$ cat src/dqu_pkg.sv
// Shared types, constants and index helpers for the double-ended queue unit.
// No dependencies; dqu_ctrl and double_ended_queue_unit import this package.
`default_nettype none

package dqu_pkg;

    // Store geometry
    localparam int DEPTH  = 128;
    localparam int IDX_W  = $clog2(DEPTH);
    localparam int CNT_W  = $clog2(DEPTH + 1);
    localparam int DATA_W = 32;

    // Word returned when nothing is read
    localparam logic [DATA_W-1:0] EMPTY_WORD = {DATA_W{1'b1}};

    // Request operation codes
    typedef enum logic [2:0] {
        OP_PUSH_FRONT = 3'd0,
        OP_PUSH_BACK  = 3'd1,
        OP_POP_FRONT  = 3'd2,
        OP_POP_BACK   = 3'd3,
        OP_PEEK_FRONT = 3'd4,
        OP_PEEK_BACK  = 3'd5
    } t_op;

    // Result status codes
    typedef enum logic [1:0] {
        ST_OK       = 2'd0,
        ST_OVERFLOW = 2'd1,
        ST_EMPTY    = 2'd2
    } t_status;

    // Single-port store access issued by the control logic
    typedef struct packed {
        logic              we;
        logic              re;
        logic [IDX_W-1:0]  addr;
        logic [DATA_W-1:0] wdata;
    } t_mem_req;

    // Result fields that do not come from the store
    typedef struct packed {
        logic             rd_used;
        t_status          status;
        logic [CNT_W-1:0] count;
        logic             empty;
    } t_res_meta;

    // Advance an index with wrap at DEPTH
    function automatic logic [IDX_W-1:0] idx_inc(input logic [IDX_W-1:0] i);
        return (i == IDX_W'(DEPTH - 1)) ? '0 : i + IDX_W'(1);
    endfunction

    // Step an index back with wrap at DEPTH
    function automatic logic [IDX_W-1:0] idx_dec(input logic [IDX_W-1:0] i);
        return (i == '0) ? IDX_W'(DEPTH - 1) : i - IDX_W'(1);
    endfunction

    // Low eight bits of a count, zero extended when the count is narrower
    function automatic logic [7:0] count8(input logic [CNT_W-1:0] c);
        logic [CNT_W+7:0] ext;
        ext = {8'b0, c};
        return ext[7:0];
    endfunction

endpackage

`default_nettype wire

$ cat src/dqu_ctrl.sv
// Head, tail and count registers of the queue; decodes each request into
// at most one store access and the result fields. Depends on dqu_pkg.
`default_nettype none

module dqu_ctrl (
    input  wire logic                i_clk,
    input  wire logic                i_rst_n,
    input  wire logic                i_accept,
    input  wire logic [2:0]          i_op,
    input  wire logic [31:0]         i_push_value,
    output dqu_pkg::t_mem_req        o_mem_req,
    output dqu_pkg::t_res_meta       o_meta
);

    import dqu_pkg::*;

    logic [IDX_W-1:0] r_head, n_head;
    logic [IDX_W-1:0] r_tail, n_tail;
    logic [CNT_W-1:0] r_count, n_count;
    logic             full;
    logic             empty;
    t_status          status;
    logic             rd_used;

    assign full  = (r_count == CNT_W'(DEPTH));
    assign empty = (r_count == '0);

    // Decode the request into pointer updates and at most one store access
    always_comb begin
        n_head          = r_head;
        n_tail          = r_tail;
        n_count         = r_count;
        status          = ST_OK;
        rd_used         = 1'b0;
        o_mem_req.we    = 1'b0;
        o_mem_req.re    = 1'b0;
        o_mem_req.addr  = r_head;
        o_mem_req.wdata = i_push_value;
        case (t_op'(i_op))
            OP_PUSH_FRONT: begin
                if (full) begin
                    status = ST_OVERFLOW;
                end else begin
                    n_head         = idx_dec(r_head);
                    o_mem_req.we   = 1'b1;
                    o_mem_req.addr = idx_dec(r_head);
                    n_count        = r_count + CNT_W'(1);
                end
            end
            OP_PUSH_BACK: begin
                if (full) begin
                    status = ST_OVERFLOW;
                end else begin
                    n_tail         = idx_inc(r_tail);
                    o_mem_req.we   = 1'b1;
                    o_mem_req.addr = r_tail;
                    n_count        = r_count + CNT_W'(1);
                end
            end
            OP_POP_FRONT: begin
                if (empty) begin
                    status = ST_EMPTY;
                end else begin
                    n_head         = idx_inc(r_head);
                    o_mem_req.re   = 1'b1;
                    o_mem_req.addr = r_head;
                    rd_used        = 1'b1;
                    n_count        = r_count - CNT_W'(1);
                end
            end
            OP_POP_BACK: begin
                if (empty) begin
                    status = ST_EMPTY;
                end else begin
                    n_tail         = idx_dec(r_tail);
                    o_mem_req.re   = 1'b1;
                    o_mem_req.addr = idx_dec(r_tail);
                    rd_used        = 1'b1;
                    n_count        = r_count - CNT_W'(1);
                end
            end
            OP_PEEK_FRONT: begin
                if (empty) begin
                    status = ST_EMPTY;
                end else begin
                    o_mem_req.re   = 1'b1;
                    o_mem_req.addr = r_head;
                    rd_used        = 1'b1;
                end
            end
            OP_PEEK_BACK: begin
                if (empty) begin
                    status = ST_EMPTY;
                end else begin
                    o_mem_req.re   = 1'b1;
                    o_mem_req.addr = idx_dec(r_tail);
                    rd_used        = 1'b1;
                end
            end
            default: begin
                // Unused code: no access, count unchanged
                status = ST_OK;
            end
        endcase
        // Gate the store access with the handshake
        o_mem_req.we = o_mem_req.we & i_accept;
        o_mem_req.re = o_mem_req.re & i_accept;
    end

    assign o_meta.rd_used = rd_used;
    assign o_meta.status  = status;
    assign o_meta.count   = n_count;
    assign o_meta.empty   = (n_count == '0);

    // Advance pointers and count on each accepted request
    always_ff @(posedge i_clk) begin
        if (!i_rst_n) begin
            r_head  <= '0;
            r_tail  <= '0;
            r_count <= '0;
        end else if (i_accept) begin
            r_head  <= n_head;
            r_tail  <= n_tail;
            r_count <= n_count;
        end
    end

`ifndef NO_ASSERTIONS
    a_count_bound: assert property (@(posedge i_clk) disable iff (!i_rst_n)
        r_count <= CNT_W'(DEPTH))
        else $error("entry count exceeds store depth");

    a_empty_ptrs: assert property (@(posedge i_clk) disable iff (!i_rst_n)
        (r_count == '0) |-> (r_head == r_tail))
        else $error("head and tail differ on empty store");

    a_full_ptrs: assert property (@(posedge i_clk) disable iff (!i_rst_n)
        (r_count == CNT_W'(DEPTH)) |-> (r_head == r_tail))
        else $error("head and tail differ on full store");

    a_one_access: assert property (@(posedge i_clk) disable iff (!i_rst_n)
        !(o_mem_req.we && o_mem_req.re))
        else $error("read and write issued together");

    a_idle_hold: assert property (@(posedge i_clk) disable iff (!i_rst_n)
        !i_accept |=> $stable(r_count) && $stable(r_head) && $stable(r_tail))
        else $error("queue state moved without a request");
`endif

endmodule

`default_nettype wire
$ cat config.mk
export PLATFORM = sky130hd
export DESIGN_NAME = dqu_ctrl
export DESIGN_NICKNAME = d
export VERILOG_FILES = /design/src/dqu_pkg.sv /design/src/dqu_ctrl.sv
export SDC_FILE = /design/constraint.sdc
export NUM_CORES = 1
export LEC_CHECK = 0
export BUFFER_PORTS_ARGS = -buffer_cell sky130_fd_sc_hd__buf_2
export CAP_MARGIN = 20
export CORE_MARGIN = 10
export CORE_UTILIZATION = 56
export DETAILED_ROUTE_END_ITERATION = 10
export MAX_ROUTING_LAYER = met4
export PLACE_DENSITY_LB_ADDON = 0.15
export SYNTH_ARGS = -nofsm -noshare
export SYNTH_HDL_FRONTEND = slang
export SYNTH_SLANG_ARGS = --single-unit
$ cat constraint.sdc
create_clock -name i_clk -period 4.3 [get_ports i_clk]
set_clock_uncertainty 0.05 [all_clocks]
set_input_delay 0.215 -clock i_clk [delete_from_list [all_inputs] [get_ports i_clk]]
set_output_delay 0.215 -clock i_clk [all_outputs]
set_load 0.05 [all_outputs]
### Word-level counts from Yosys, hierarchy flattened

Cells that the tools add are included.
W data, S select, Z words.

* register bits after elaboration: 22
* output and inout bits: 53
* word-level logic and storage cells: 61

* add/subtract/negate cells: 6
* equal/unequal tests: 11
* muxes and demuxes: 25
* bitwise gates (word level): 2
* reduce and logical (&&, ||, !) cells: 14

Operators with widths (count)
* $mux W7: 9
* $mux W8: 4
* $pmux W7 S2: 2
* $pmux W7 S4: 1
* $logic_not A8 Y1: 2
* $pmux W8 S2: 1
* $add A7 B1 Y7 const B: 2
* $eq A7 B7 Y1 const B: 2
* $logic_not A7 Y1: 2
* $sub A7 B1 Y7 const B: 2
* $add A8 B1 Y8 const B: 1
* $eq A8 B8 Y1 const B: 1
* $reduce_or A2 Y1: 4
* $sub A8 B1 Y8 const B: 1
* $eq A3 B2 Y1 const B: 2
* $eq A3 B3 Y1 const B: 2
* $ne A2 B2 Y1 const B: 3
* $mux W1: 5
* $pmux W2 S2: 1
* $reduce_and A4 Y1: 1
* $reduce_bool A2 Y1: 2
* $reduce_or A4 Y1: 1
* $eq A3 B1 Y1 const B: 1
* $logic_not A3 Y1: 1
* other kinds (4): 5

### Depth between registers and ports, before layout

* depth in word-level cells: 5
* depth in mapped cells: 10
* gate-level depth less buffers: 8

### Worst setup path before layout

Ideal clock, no wire load.

* path kind: register to output
* start point: register r_count[0]
* end point: output port o_meta[0] (netlist name)
* arrival time: 3.227 ns
* data required time: 4.035 ns
* path slack: 0.808 ns
* stages on the path, launching flop included: 10
* path through: dfxtp_1 buf_6 inv_1 ha_1 nor3b_4 a32o_1 a221oi_2 nand2_1 or4_4 nor4_2

RTL lines
* start: declaration: RTL line dqu_ctrl.sv:19 `logic [CNT_W-1:0] r_count, n_count;`
* start signal: assignment: RTL line dqu_ctrl.sv:124 `r_count <= n_count;`
* end: declaration: RTL line dqu_ctrl.sv:12 `output dqu_pkg::t_res_meta o_meta`

==> summary.md <==
| Metric | Value |
|---|---|
| Status | `completed` |
| Final ANT Viol Nets | `0` |
| DP Wirelength | `5990 um` |
| Max Cap Viol | `0` |
| Maximum VDD drop | `0.230 mV` |
| H-tree Lvls | `1` |
| Reg2Reg Depth | `8` |
| RSZ-0062 raised after global routing | `false` |
| Min setup slack post-route | `0.751 ns` |
| Final number of hold-violating endpoints | `0` |
| Synth area leaders | `dfxtp_1 16%, buf_4 9.1%, o21ai_0 5.7%` |
| Total gr overflow | `0` |
| Post-Syn Nets | `448` |
| Die height | `90.6 um` |
| Setup slack, reg-to-reg | `1.52 ns` |
| Minimum clock period | `3.55 ns` |
| Ant. Diodes | `0` |
| FFs w/ async S/R, synth | `0%` |
| Mapped cell area | `2790 um^2` |
| Root Driver | `clkbuf_8` |
| Multi-input gate area | `1890 um^2` |
| Critical path launch point type | `flip-flop` |
| # fillers | `506` |
| DIE WIDTH | `90.6 um` |
| DRT Pass-1 Iters | `5` |
| Yosys warning count | `0` |
| Area Overhead vs Synth | `-4.22%` |
| Crit end category | `output pin` |
| Final setup fails | `0` |
| Mapped Cells | `401` |
| Vias per std cell | `6.66` |
| Num Clock Sinks | `22` |
| Maximum clock insertion buffer count | `2` |
| Total Routed Length | `8100 um` |
| All-Layer GR Usage | `19.8%` |
| Data arrival, critical path | `3.28 ns` |
| Layout cells sized above 1 | `12.0%` |
| Clock Pin Slew Worst Setup and Hold Paths | `0.08 ns` |
| RR Startpoint | `r_count[0]` |
| Initial antenna violation count | `0` |
| Setup TNS | `0 ns` |
| Final #Nets | `416` |
| Worst slew pin tran | `0.755 ns` |
| CORE AREA | `4790 um^2` |
| Count of cell types in the netlist | `72` |
| DR vias | `2897` |
| Highest cell delay on the worst timing path | `0.53 ns` |
| CTS tree | `built` |
| Largest net degree at the start of global routing | `23` |
| Synth area leader | `dfxtp_1` |
| Fin crit share | `82.5%` |
| Worst path slowest cell | `or4_4` |
| R2R Path End | `r_tail[0]` |
| Required time of the critical path | `4.03 ns` |
| #FFs+latches synth | `22` |
| Syn Area/Cell | `6.96 um^2` |
| Prevailing post-synth register cell | `dfxtp_1` |
| Cell leakage power | `1.05 nW` |
| Setup Fix Bufs, Post-CTS | `0` |
| Inserted Clock Buffers | `3` |
| Hold Path Origin | `i_rst_n` |
| GP Congestion | `0.962` |
| Pre-CTS setup slack | `1.10 ns` |
| Tot Pwr | `0.000829 W` |
| Synth top area share | `15.8%` |
| FF+latch area | `440 um^2` |
| Slew Limit Fails | `0` |
| Hold_buf cts | `0` |
| DRC Markers | `0` |
| Post-CTS Resized | `0` |
| Worst slew margin | `49.4%` |
| CP max FO | `15` |
| I/O pins | `91` |
| Hold path cells | `2` |
| Number of enable flip-flop cells after synthesis | `0` |
| PwrDens | `310 nW/um^2` |
| First-pass GRT wire length | `13600 um` |
| DR iter-0 viols | `321` |
| Port Buffers | `26` |
| Post-synthesis sequential area ratio | `15.8%` |
| HP Class | `input pin to flip-flop` |
| Setup Crit Path Kind | `flip-flop to output pin` |
| Initial Util | `58.3%` |
| FMAX | `0.282 GHz` |
| Die area | `8210 um^2` |
| Hold Path Sink | `r_count[1]` |
| Vias in the first global route | `2613` |
| DR WL/cell | `18.6 um` |
| Clock Latency Late Sink | `0.27 ns` |
| Core Rows | `25` |
| Critical Path, Cell by Cell | `inv_1 -> ha_1 -> nor3b_4 -> nand3_2 -> nand2_2 -> o221ai_2 -> or4_4 -> nor4_2 -> buf_2` |
-- critical path, delay by kind of cell (launching register included) --
family                     cells  cell delay (ns)
DFF                            1             0.43
and+or+nand+nor                5             1.64
AOI/OAI and AO/OA              1             0.15
buffers and inverters          2             0.52
adders and majority gates      1             0.27
-- final cells by class --
cell class | instances | area share (%)
inverter | 20 | 2.81
multi-input combinational | 296 | 70.6
clock buffer | 4 | 2.06
sequential | 22 | 16.5
timing repair buffer | 26 | 4.87
tap | 67 | 3.14
-- registers in the layout, indices dropped and copies added, names as in the netlist --
name     count
r_count      8
r_head       7
r_tail       7
-- cell families (layout without fill, tap and decap cells) --
logic type | count (synthesis) | count (layout) | share of synthesized area [%]
buf+inv | 83 | 50 | 16.5
xor+xnor | 9 | 9 | 2.83
fa+ha+maj | 10 | 10 | 4.39
flops | 22 | 22 | 15.8
mux | 3 | 3 | 1.08
simple gates | 144 | 144 | 28.3
compound gates | 130 | 130 | 31.1
-- synth_stat cells (7+ instances only) --
library cell and number:
a211oi_1 7, a21oi_1 25, a31oi_1 13, and3_1 9
buf_4 34, clkbuf_1 20, dfxtp_1 22, ha_1 9
inv_1 19, nand2_1 30, nand3_1 19, nor2_1 35
nor3_1 10, o21ai_0 32, o22ai_1 7
-- where the power goes --
group          leakage, nW  switching [W]  internal [W]
Clock               0.0288      0.0000760     0.0000819
Combinational        0.842       0.000290      0.000128
Sequential           0.180      0.0000374      0.000216
-- cell usage in the layout (no fill, tap or decap), types with 3 or more instances in the layout --
master and count:
a211oi_1 7, a21oi_1 25, a22oi_1 4, a311oi_1 4, a31oi_1 13, and3_1 9
buf_2 26, clkbuf_8 4, dfxtp_1 22, ha_1 9, inv_1 19, mux2i_1 3
nand2_1 30, nand2b_1 5, nand3_1 19, nor2_1 35, nor2b_1 4, nor3_1 10
nor4_1 5, o211ai_1 4, o21a_1 5, o21ai_0 32, o22ai_1 7, o31ai_1 3
or3_1 4, xnor2_1 6, xor2_1 3
-- through the flow --
step	area [um^2]	hold slack (ns)	utilization (%)	std cells
after floorplan	2790	0.336	-	401
after global placement	2620	0.380	54.7	431
after detailed placement	2620	0.380	54.7	431
after CTS	2670	0.260	55.8	435
after global routing	2670	0.268	55.8	435
final	2670	0.269	55.8	435
-- worst max-delay path by stage --
stage,from,endpoint,slack (ns)
after detailed placement,r_count[0],o_meta[0],1.10
after floorplan,r_count[0],o_meta[0],0.81
after global routing,r_count[0],o_mem_req[37],0.47
after global placement,r_count[0],o_meta[0],1.21
after CTS,r_count[0],o_meta[0],0.79
final,r_count[0],o_meta[0],0.75
-- metal layers --
layer  up-vias  GRT usage [%]  part of all wire, %
met5         -              -                    0
met4         0           3.98                  1.1
met3        18           3.91                  7.0
met2       120           28.8                   44
met1      1383           27.5                   48
li1       1376              -                    -
Note: power is estimated with default switching activity, not from simulation.
